<file path="config.mk">
export PLATFORM = sky130hd
export DESIGN_NAME = rlb_chan
export DESIGN_NICKNAME = d
export VERILOG_FILES = /design/src/design/rlb_pkg.sv /design/src/design/rlb_chan.sv
export SDC_FILE = /design/constraint.sdc
export NUM_CORES = 2
export LEC_CHECK = 0
export CELL_PAD_IN_SITES_DETAIL_PLACEMENT = 0
export CELL_PAD_IN_SITES_GLOBAL_PLACEMENT = 1
export CORE_MARGIN = 1.5
export CORE_UTILIZATION = 36
export DETAILED_ROUTE_END_ITERATION = 12
export DONT_BUFFER_PORTS = 1
export GPL_ROUTABILITY_DRIVEN = 0
export GPL_TIMING_DRIVEN = 0
export PLACE_DENSITY = 0.62
export SLEW_MARGIN = 20
export SYNTH_ARGS = -nofsm -noshare
export SYNTH_HDL_FRONTEND = slang
export SYNTH_SLANG_ARGS = --single-unit
</file>
<file path="constraint.sdc">
create_clock -name clk -period 8.2 [get_ports clk]
set_input_delay 0 -clock clk [delete_from_list [all_inputs] [get_ports clk]]
set_output_delay 0 -clock clk [all_outputs]
set_load 0.01 [all_outputs]
</file>
<file path="src/design/rlb_pkg.sv">
// ----------------------------------------------------------------------------
// rlb_pkg
// Shared codes, types and arithmetic helpers for the RGBW layer blender.
// ----------------------------------------------------------------------------
package rlb_pkg;

  localparam int NUM_CH = 4;
  localparam int NUM_STAGES = 8;

  localparam logic [4:0] MODE_TOP      = 5'd0;
  localparam logic [4:0] MODE_BOTTOM   = 5'd1;
  localparam logic [4:0] MODE_ADD      = 5'd2;
  localparam logic [4:0] MODE_SUB      = 5'd3;
  localparam logic [4:0] MODE_DIFF     = 5'd4;
  localparam logic [4:0] MODE_AVG      = 5'd5;
  localparam logic [4:0] MODE_MUL      = 5'd6;
  localparam logic [4:0] MODE_DIVIDE   = 5'd7;
  localparam logic [4:0] MODE_LIGHTEN  = 5'd8;
  localparam logic [4:0] MODE_DARKEN   = 5'd9;
  localparam logic [4:0] MODE_SCREEN   = 5'd10;
  localparam logic [4:0] MODE_OVERLAY  = 5'd11;
  localparam logic [4:0] MODE_HARD     = 5'd12;
  localparam logic [4:0] MODE_SOFT     = 5'd13;
  localparam logic [4:0] MODE_DODGE    = 5'd14;
  localparam logic [4:0] MODE_BURN     = 5'd15;
  localparam logic [4:0] MODE_STENCIL  = 5'd16;

  localparam logic [0:0] REG_BLEND_MODE = 1'd0;
  localparam logic [0:0] REG_OPACITY    = 1'd1;

  localparam logic [1:0] ADD_SUM = 2'd0;
  localparam logic [1:0] ADD_DIV = 2'd1;
  localparam logic [1:0] ADD_A   = 2'd2;
  localparam logic [1:0] ADD_B   = 2'd3;

  // ceil(2^32 / 255), exact reciprocal for 24-bit numerators
  localparam logic [24:0] RECIP_255 = 25'h1010102;

  typedef struct packed {
    logic [1:0] add_sel;
    logic       top_nz;
  } pix_ctl_t;

  typedef struct packed {
    logic [16:0] rem;
    logic        qbit;
  } div_res_t;

  // floor(x / 255) for x below 65280
  function automatic logic [7:0] div255(input logic [16:0] x);
    logic [16:0] tmp;
    tmp = x + {8'd0, x[16:8]} + 17'd1;
    return tmp[15:8];
  endfunction

  // one restoring division step at quotient bit sh
  function automatic div_res_t div_step(input logic [16:0] rem, input logic [8:0] den,
                                        input int sh);
    div_res_t    res;
    logic [16:0] dsh;
    dsh = 17'(den) << sh;
    if (rem >= dsh) begin
      res.rem  = rem - dsh;
      res.qbit = 1'b1;
    end else begin
      res.rem  = rem;
      res.qbit = 1'b0;
    end
    return res;
  endfunction

endpackage

</file>
<file path="src/design/rlb_chan.sv">
// ----------------------------------------------------------------------------
// rlb_chan
// One 8-bit channel: products, pipelined divider, mode select and fade.
// ----------------------------------------------------------------------------
module rlb_chan (
  input  logic                           clk,
  input  logic [rlb_pkg::NUM_STAGES-1:0] stage_en,
  input  logic [4:0]                     mode,
  input  logic [7:0]                     opacity,
  input  logic [7:0]                     a,
  input  logic [7:0]                     b,
  input  logic [8:0]                     add_sum,
  input  logic [8:0]                     add_max,
  input  rlb_pkg::pix_ctl_t              ctl,
  output logic [7:0]                     res
);
  import rlb_pkg::*;

  typedef struct packed {
    logic [7:0] a;
    logic [7:0] b;
    logic [7:0] s;
    logic       dflag;
    pix_ctl_t   ctl;
  } carry_t;

  // stage 1
  carry_t      c1_r;
  logic [15:0] pab1_r, pinv1_r, sa1_r;
  logic [16:0] num1_r;
  logic [8:0]  den1_r;
  // stage 2..4
  carry_t      c2_r, c3_r, c4_r;
  logic [7:0]  mab2_r, mab3_r, mab4_r;
  logic [7:0]  minv2_r, minv3_r, minv4_r;
  logic [24:0] sn2_r;
  logic [16:0] s3_r;
  logic [7:0]  soft4_r;
  logic [16:0] rem2_r, rem3_r, rem4_r;
  logic [8:0]  den2_r, den3_r, den4_r;
  logic [7:0]  q2_r, q3_r, q4_r;
  // stage 5..7
  logic [7:0]  mix5_r, b5_r;
  logic [16:0] acc6_r;
  logic [7:0]  res7_r;

  logic [7:0]  dx, dy;
  logic [16:0] y255;
  logic [16:0] tt;
  logic [49:0] soft_prod;
  div_res_t    d7, d6, d5, d4, d3, d2, d1, d0;
  logic [7:0]  qf, dv, mix_nxt;

  always_comb begin
    unique case (mode)
      MODE_DODGE: begin dx = ~a; dy = b;  end
      MODE_BURN:  begin dx = a;  dy = ~b; end
      default:    begin dx = a;  dy = b;  end
    endcase
    y255 = 17'({dy, 8'd0}) - 17'(dy);
  end

  always_ff @(posedge clk) begin
    if (stage_en[1]) begin
      c1_r.a     <= a;
      c1_r.b     <= b;
      c1_r.s     <= add_sum[7:0];
      c1_r.dflag <= dx > dy;
      c1_r.ctl   <= ctl;
      pab1_r     <= 16'(a) * 16'(b);
      pinv1_r    <= 16'(8'd255 - a) * 16'(8'd255 - b);
      sa1_r      <= 16'(a) * 16'(8'd255 - b);
      if (mode == MODE_ADD) begin
        num1_r <= 17'({add_sum, 8'd0}) - 17'(add_sum);
        den1_r <= add_max;
      end else begin
        num1_r <= y255;
        den1_r <= {1'b0, dx};
      end
    end
  end

  assign tt = 17'(17'({c1_r.b, 8'd0}) - 17'(c1_r.b)) + {sa1_r, 1'b0};
  assign d7 = div_step(num1_r, den1_r, 7);
  assign d6 = div_step(d7.rem, den1_r, 6);

  always_ff @(posedge clk) begin
    if (stage_en[2]) begin
      c2_r    <= c1_r;
      mab2_r  <= div255({1'b0, pab1_r});
      minv2_r <= div255({1'b0, pinv1_r});
      sn2_r   <= 25'(c1_r.b) * 25'(tt);
      rem2_r  <= d6.rem;
      den2_r  <= den1_r;
      q2_r    <= {d7.qbit, d6.qbit, 6'd0};
    end
  end

  assign soft_prod = 50'(sn2_r) * 50'(RECIP_255);
  assign d5 = div_step(rem2_r, den2_r, 5);
  assign d4 = div_step(d5.rem, den2_r, 4);

  always_ff @(posedge clk) begin
    if (stage_en[3]) begin
      c3_r    <= c2_r;
      mab3_r  <= mab2_r;
      minv3_r <= minv2_r;
      s3_r    <= soft_prod[48:32];
      rem3_r  <= d4.rem;
      den3_r  <= den2_r;
      q3_r    <= {q2_r[7:6], d5.qbit, d4.qbit, 4'd0};
    end
  end

  assign d3 = div_step(rem3_r, den3_r, 3);
  assign d2 = div_step(d3.rem, den3_r, 2);

  always_ff @(posedge clk) begin
    if (stage_en[4]) begin
      c4_r    <= c3_r;
      mab4_r  <= mab3_r;
      minv4_r <= minv3_r;
      soft4_r <= div255(s3_r);
      rem4_r  <= d2.rem;
      den4_r  <= den3_r;
      q4_r    <= {q3_r[7:4], d3.qbit, d2.qbit, 2'd0};
    end
  end

  assign d1 = div_step(rem4_r, den4_r, 1);
  assign d0 = div_step(d1.rem, den4_r, 0);
  assign qf = {q4_r[7:2], d1.qbit, d0.qbit};
  assign dv = c4_r.dflag ? qf : 8'd255;

  always_comb begin
    unique case (mode) inside
      MODE_TOP:     mix_nxt = c4_r.a;
      MODE_BOTTOM:  mix_nxt = c4_r.b;
      MODE_ADD: begin
        case (c4_r.ctl.add_sel)
          ADD_SUM: mix_nxt = c4_r.s;
          ADD_DIV: mix_nxt = qf;
          ADD_A:   mix_nxt = c4_r.a;
          default: mix_nxt = c4_r.b;
        endcase
      end
      MODE_SUB:     mix_nxt = (c4_r.b > c4_r.a) ? c4_r.b - c4_r.a : 8'd0;
      MODE_DIFF:    mix_nxt = (c4_r.b > c4_r.a) ? c4_r.b - c4_r.a : c4_r.a - c4_r.b;
      MODE_AVG:     mix_nxt = 8'((9'(c4_r.a) + 9'(c4_r.b)) >> 1);
      MODE_MUL:     mix_nxt = mab4_r;
      MODE_DIVIDE,
      MODE_DODGE:   mix_nxt = dv;
      MODE_BURN:    mix_nxt = 8'd255 - dv;
      MODE_LIGHTEN: mix_nxt = (c4_r.a > c4_r.b) ? c4_r.a : c4_r.b;
      MODE_DARKEN:  mix_nxt = (c4_r.a < c4_r.b) ? c4_r.a : c4_r.b;
      MODE_SCREEN:  mix_nxt = 8'd255 - minv4_r;
      MODE_OVERLAY: mix_nxt = c4_r.b[7] ? 8'd255 - {minv4_r[6:0], 1'b0}
                                        : {mab4_r[6:0], 1'b0};
      MODE_HARD:    mix_nxt = c4_r.a[7] ? 8'd255 - {minv4_r[6:0], 1'b0}
                                        : {mab4_r[6:0], 1'b0};
      MODE_SOFT:    mix_nxt = soft4_r;
      MODE_STENCIL: mix_nxt = c4_r.ctl.top_nz ? c4_r.a : c4_r.b;
      default:      mix_nxt = c4_r.a;
    endcase
  end

  always_ff @(posedge clk) begin
    if (stage_en[5]) begin
      mix5_r <= mix_nxt;
      b5_r   <= c4_r.b;
    end
    if (stage_en[6]) begin
      acc6_r <= 17'(16'(b5_r) * 16'(8'd255 - opacity)) + 17'(16'(mix5_r) * 16'(opacity))
                + 17'd127;
    end
    if (stage_en[7]) begin
      res7_r <= div255(acc6_r);
    end
  end

  assign res = res7_r;

endmodule

</file>
* After elaboration in Yosys (flattened, before gate mapping)
Index checks and enable logic that the tools add are counted.
** Word-level totals
- Register bits after elaboration :: 415
- Input bits :: 59
- Output and inout port bits :: 8
- Word-level logic and storage cells :: 145
** Cells by class
- Add/subtract/negate cells :: 30
- Multipliers :: 7
- Magnitude comparators :: 12
- Equal/unequal tests :: 18
- Multiplexer cells :: 22
- Bitwise gates (word level) :: 2
- Reductions and logical operators :: 2
** Operators by type and width (count)
- $mux 18 :: 7
- $pmux 8 s15 :: 1
- $mux 8 :: 11
- $add 16x1->16 const B :: 4
- $mul 25x24->48 const B :: 1
- $eq 5x4->1 const B :: 8
- $sub 16x8->17 :: 2
- $add 16x8->16 :: 2
- $add 16x9->16 :: 2
- $mul 8x8->16 :: 2
- $mul 9x9->16 :: 2
- $sub 8x8->9 const A :: 3
- $mul 8x17->25 :: 1
- $gt 8x8->1 :: 3
- $pmux 8 s3 :: 1
- $sub 8x8->8 const A :: 3
- $eq 5x3->1 const B :: 4
- $add 17x16->17 :: 1
- $add 17x17->17 :: 1
- $add 17x7->17 const B :: 1
- $ge 17x10->1 :: 1
- $ge 17x11->1 :: 1
- $ge 17x12->1 :: 1
- $ge 17x13->1 :: 1
- 26 further kinds :: 29

* Logic depth before layout (Yosys ltp)
- Depth in word-level cells :: 7
- Gate-level depth with buffers :: 30
- Depth with buffers taken out :: 29

* Worst setup path before layout
Ideal clock, no wire load.
- Path kind :: register to register
- From :: register c1_r[13] (netlist bit)
- To :: register sn2_r[23], data pin
- Library setup time :: 259 ps
- Arrival :: 6648 ps
- Required time :: 7941 ps
- Setup slack :: 1293 ps
- Cell stages (with the launch flop) :: 29
- Path buffers :: 1
- Period minus slack after synthesis :: 6907 ps
- Cell sequence :: edfxtp_1 clkbuf_1 inv_1 ha_1 ha_1 inv_1 fa_1 nor2b_1 o21ai_0 a21oi_1 o21ai_0 nand2b_1 xor2_1 and2_1 fa_1 inv_1 fa_1 fa_1 fa_1 inv_1 ha_1 or3_1 o221a_2 nor2_1 o21ai_0 o41ai_1 o21ai_0 o2111a_1 a211o_1
** Between the ends
- Word-level cells in the longest chain between the ends :: 3
** RTL lines
- start: declaration :: RTL line rlb_chan.sv:28 : carry_t c1_r;
- $sub 16x8->17 :: RTL line rlb_chan.sv:83 : assign tt = 17'(17'({c1_r.b, 8'd0}) - 17'(c1_r.b)) + {sa1_r, 1'b0};
- $add 17x17->17 :: RTL line rlb_chan.sv:83
- $mul 8x17->25 (*) :: RTL line rlb_chan.sv:92 : sn2_r <= 25'(c1_r.b) * 25'(tt);
- end signal: assignment :: RTL line rlb_chan.sv:92
- end: declaration :: RTL line rlb_chan.sv:36 : logic [24:0] sn2_r;
Mark *: on every way between the ends. The rest lies on a longest branch, timed or not.
A chain may end at the register's enable or synchronous reset.

* Worst setup path in the final report
- From :: register c1_r[14] (netlist bit)
- To :: register sn2_r[24], data pin
Same word-level chain as after synthesis.

==> run_results.csv <==
group,metric,value,unit
synth,ys_types,81,
sta,period_minus_slack,7.72,ns
finish,register_area,12400,µm²
sta,grt_setup_unrepaired,"no",
setup_path,path_class,"reg -> reg",
synth,syn_area_per_cell,10.3,µm²
setup_path,crit_path_end,"sn2_r[24]$_DFFE_PP_",
global_route,grtUsageTotal,0.175,
global_route,grt_overflow,0,
floorplan,die-area,116000,µm²
floorplan,fp.dieH,340,µm
finish,multi_input_area,25900,µm²
route,antenna_left,0,
setup_path,required,8.56,ns
setup_path,worstPathArrival,8.08,ns
sta,skew,0.0335,ns
synth,synth_nets,4932,
cts,h-tree-depth,2,
cts,cts_buffer_depth,3,
synth,synth_ff_type,"edfxtp_1",
finish,finalNetCount,5045,
cts,worstSkewPairLatency,0.63,ns
global_route,grt_pass1_wl,160000,µm
setup_path,worstSetupStartpoint,"c1_r[14]$_DFFE_PP_",
finish,syn_to_final_growth,10.5,%
synth,netlist_top_cells_area,"edfxtp_1 (30%), ha_1 (17%), fa_1 (16%)",
job,maxCapViolCount,0,
cts,cts_root_buf,"clkbuf_16",
floorplan,fp-row-count,123,
global_route,first_global_vias,28476,
placement,hpwl,79000,µm
synth,synthArstFlopShare,0,
synth,yosysWarnings,0,
cts,path_clk_slew,0.06,ns
cts,cts_tree,"built",
setup_path,r2r-start,"c1_r[14]$_DFFE_PP_",
route,drc,0,
floorplan,io_pins,67,
floorplan,initial_utilization,0.364,
finish,fillCellCount,11166,
global_route,antenna_found_initial,6,
finish,final_area,45300,µm²
setup_path,startpoint_type,"flop",
synth,synthCells,3982,
setup_path,end_kind,"flop",
setup_path,cp_max_fo,10,
global_route,gr-max-usage-layer,"met2",
synth,synth_seq_cells,414,
synth,syn_area,41000,µm²
route,drtIter0Drc,1464,
floorplan,die_x,340,µm
setup_path,rrSetupSlack,0.48,ns
placement,dpl_cell_area,42800,µm²
route,vias,27992,
sta,setup_viol,0,
route,wl_per_cell,17.8,µm
setup_path,rr_endpoint,"sn2_r[24]$_DFFE_PP_",
global_route,use_met1,0.239,
placement,port_buffers,0,
route,totalWireLength,101000,µm
outcome,outcome,"finished clean",
route,dr.pass1.iters,5,
sta,finalHoldViolCount,0,
setup_path,rr_worst_depth,27,
hold_path,min_path_type,"in -> reg",
synth,yosysSeqAreaShare,0.303,
synth,synth_edf_count,414,
sta,relSlewSlack,0.317,
synth,yosysMostFrequentCell,"inv_1",
floorplan,core-area,113000,µm²
cts,cts_sinks,414,
global_route,use_met3,0.0230,
route,vias_per_cell,4.96,
global_route,grt.met2_usage,0.295,
sta,tightest_slew,1.02,ns
cts,cts_inserted_buffers,51,
finish,drive_gt1_frac,0.0486,
sta,drv_slew,0,
sta,period_share,0.942,
synth,yosys.area.top_type_share,0.303,
synth,yosys.area.top_type,"edfxtp_1",
global_route,grt_start_max_net_pins,103,
synth,yosys-top-cells-count,"inv_1 (619), ha_1 (558), edfxtp_1 (414)",
sta,fmax,129,MHz
critical path, cell delays in order (launching register included):
cell	delay (ns)
edfxtp_1	0.48
inv_1	0.38
ha_1	0.32
ha_1	0.34
a21o_1	0.14
a21oi_1	0.09
o21a_1	0.19
o21ai_0	0.25
a41oi_1	0.20
a21oi_1	0.40
a41o_1	0.24
clkbuf_1	0.41
clkbuf_2	0.34
nor4_1	0.11
fa_1	0.58
inv_1	0.06
fa_1	0.56
fa_1	0.44
fa_1	0.49
inv_1	0.04
ha_1	0.34
inv_1	0.10
o211ai_1	0.09
a21oi_1	0.25
o211ai_1	0.18
a31oi_1	0.21
o21bai_1	0.09
xnor2_1	0.12
cells in the final DEF, fill, tap and decap left out, drive strengths merged, types with 37 or more instances in the layout:
master / synthesis / routed
a21o: 50 / 50
xor2: 58 / 58
and2: 143 / 143
nand3: 70 / 70
or2: 37 / 37
nor2: 239 / 239
inv: 619 / 624
fa: 333 / 333
nand2b: 79 / 79
nand2: 213 / 213
nor3: 58 / 58
clkbuf: 100 / 159
dlygate4sd3: 0 / 48
o21ai: 137 / 137
xnor2: 141 / 141
ha: 558 / 558
nor2b: 107 / 107
o21a: 45 / 45
a21oi: 148 / 148
edfxtp: 414 / 414
worst min path at each step:
stage | startpoint | slack, ns | depth (start not counted) | end
after global routing | a[0] | 0.04 | 4 | sa1_r[2]$_DFFE_PP_
after detailed placement | ctl[2] | 0.1 | 0 | c1_r[2]$_DFFE_PP_
after floorplan | ctl[0] | 0.1 | 0 | c1_r[0]$_DFFE_PP_
after global placement | ctl[2] | 0.1 | 0 | c1_r[2]$_DFFE_PP_
after CTS | a[1] | 0.002 | 4 | pinv1_r[2]$_DFFE_PP_
final | a[1] | 0.04 | 4 | pinv1_r[2]$_DFFE_PP_
flip-flops by register name, summed over array words and instances, names as in the netlist, 9 cells and up:
name and flops:
c1_r 28, rem4_r 17, c3_r 28, den2_r 9
c2_r 28, rem2_r 17, sa1_r 16, den4_r 9
s3_r 17, pinv1_r 16, rem3_r 17, acc6_r 17
den1_r 9, num1_r 17, den3_r 9, sn2_r 24
c4_r 28, pab1_r 16
metal layers:
layer	vias up	share of wire
met5	-	0.00045
met4	6	0.018
met3	116	0.040
met2	429	0.48
met1	13610	0.47
li1	13831	-
logic make-up (layout without fill, tap and decap cells):
family          count (synthesis)  count (layout)  share of synthesized area
simple gates                 1067            1067                      0.134
fa+ha+maj                     891             891                      0.333
buf+inv                       727             882                     0.0669
compound gates                610             610                     0.0979
flops                         414             414                      0.303
xor+xnor                      199             199                     0.0425
mux                            74              74                     0.0219
other cells                     0               4                          0
cell type report:
type	count	share of cell area
timing repair buffer	62	0.0147
antenna	4	0.000221
clock buffer	61	0.0295
clock inverter	34	0.00727
buffer	104	0.00890
inverter	621	0.0516
multi-input combinational	2841	0.572
tap	1500	0.0415
sequential	414	0.275
timing repair:
item                                    CTS  global route
endpoints found under the setup margin    3             6
endpoints found under the hold margin   477             0
hold buffers                             52             0
buffers inserted                          0            10
resized for setup                         4            12
per-stage QoR:
step	utilization	hold slack (ns)	cells	setup TNS, ns	worst slack (ns)
2_1_floorplan	-	0.0989	3982	0	1.29
3_3_place_gp	0.380	0.0989	5482	-0.720	-0.334
3_5_place_dp	0.380	0.0990	5482	-0.721	-0.356
4_1_cts	0.401	0.00220	5628	0	0.0137
5_1_grt	0.402	0.0391	5637	0	0.00599
6_report	0.402	0.0362	5641	0	0.476
Power is left out: the tool's default activity adds up to more than one toggle a clock period on the data nets, which glitch-free logic cannot reach.
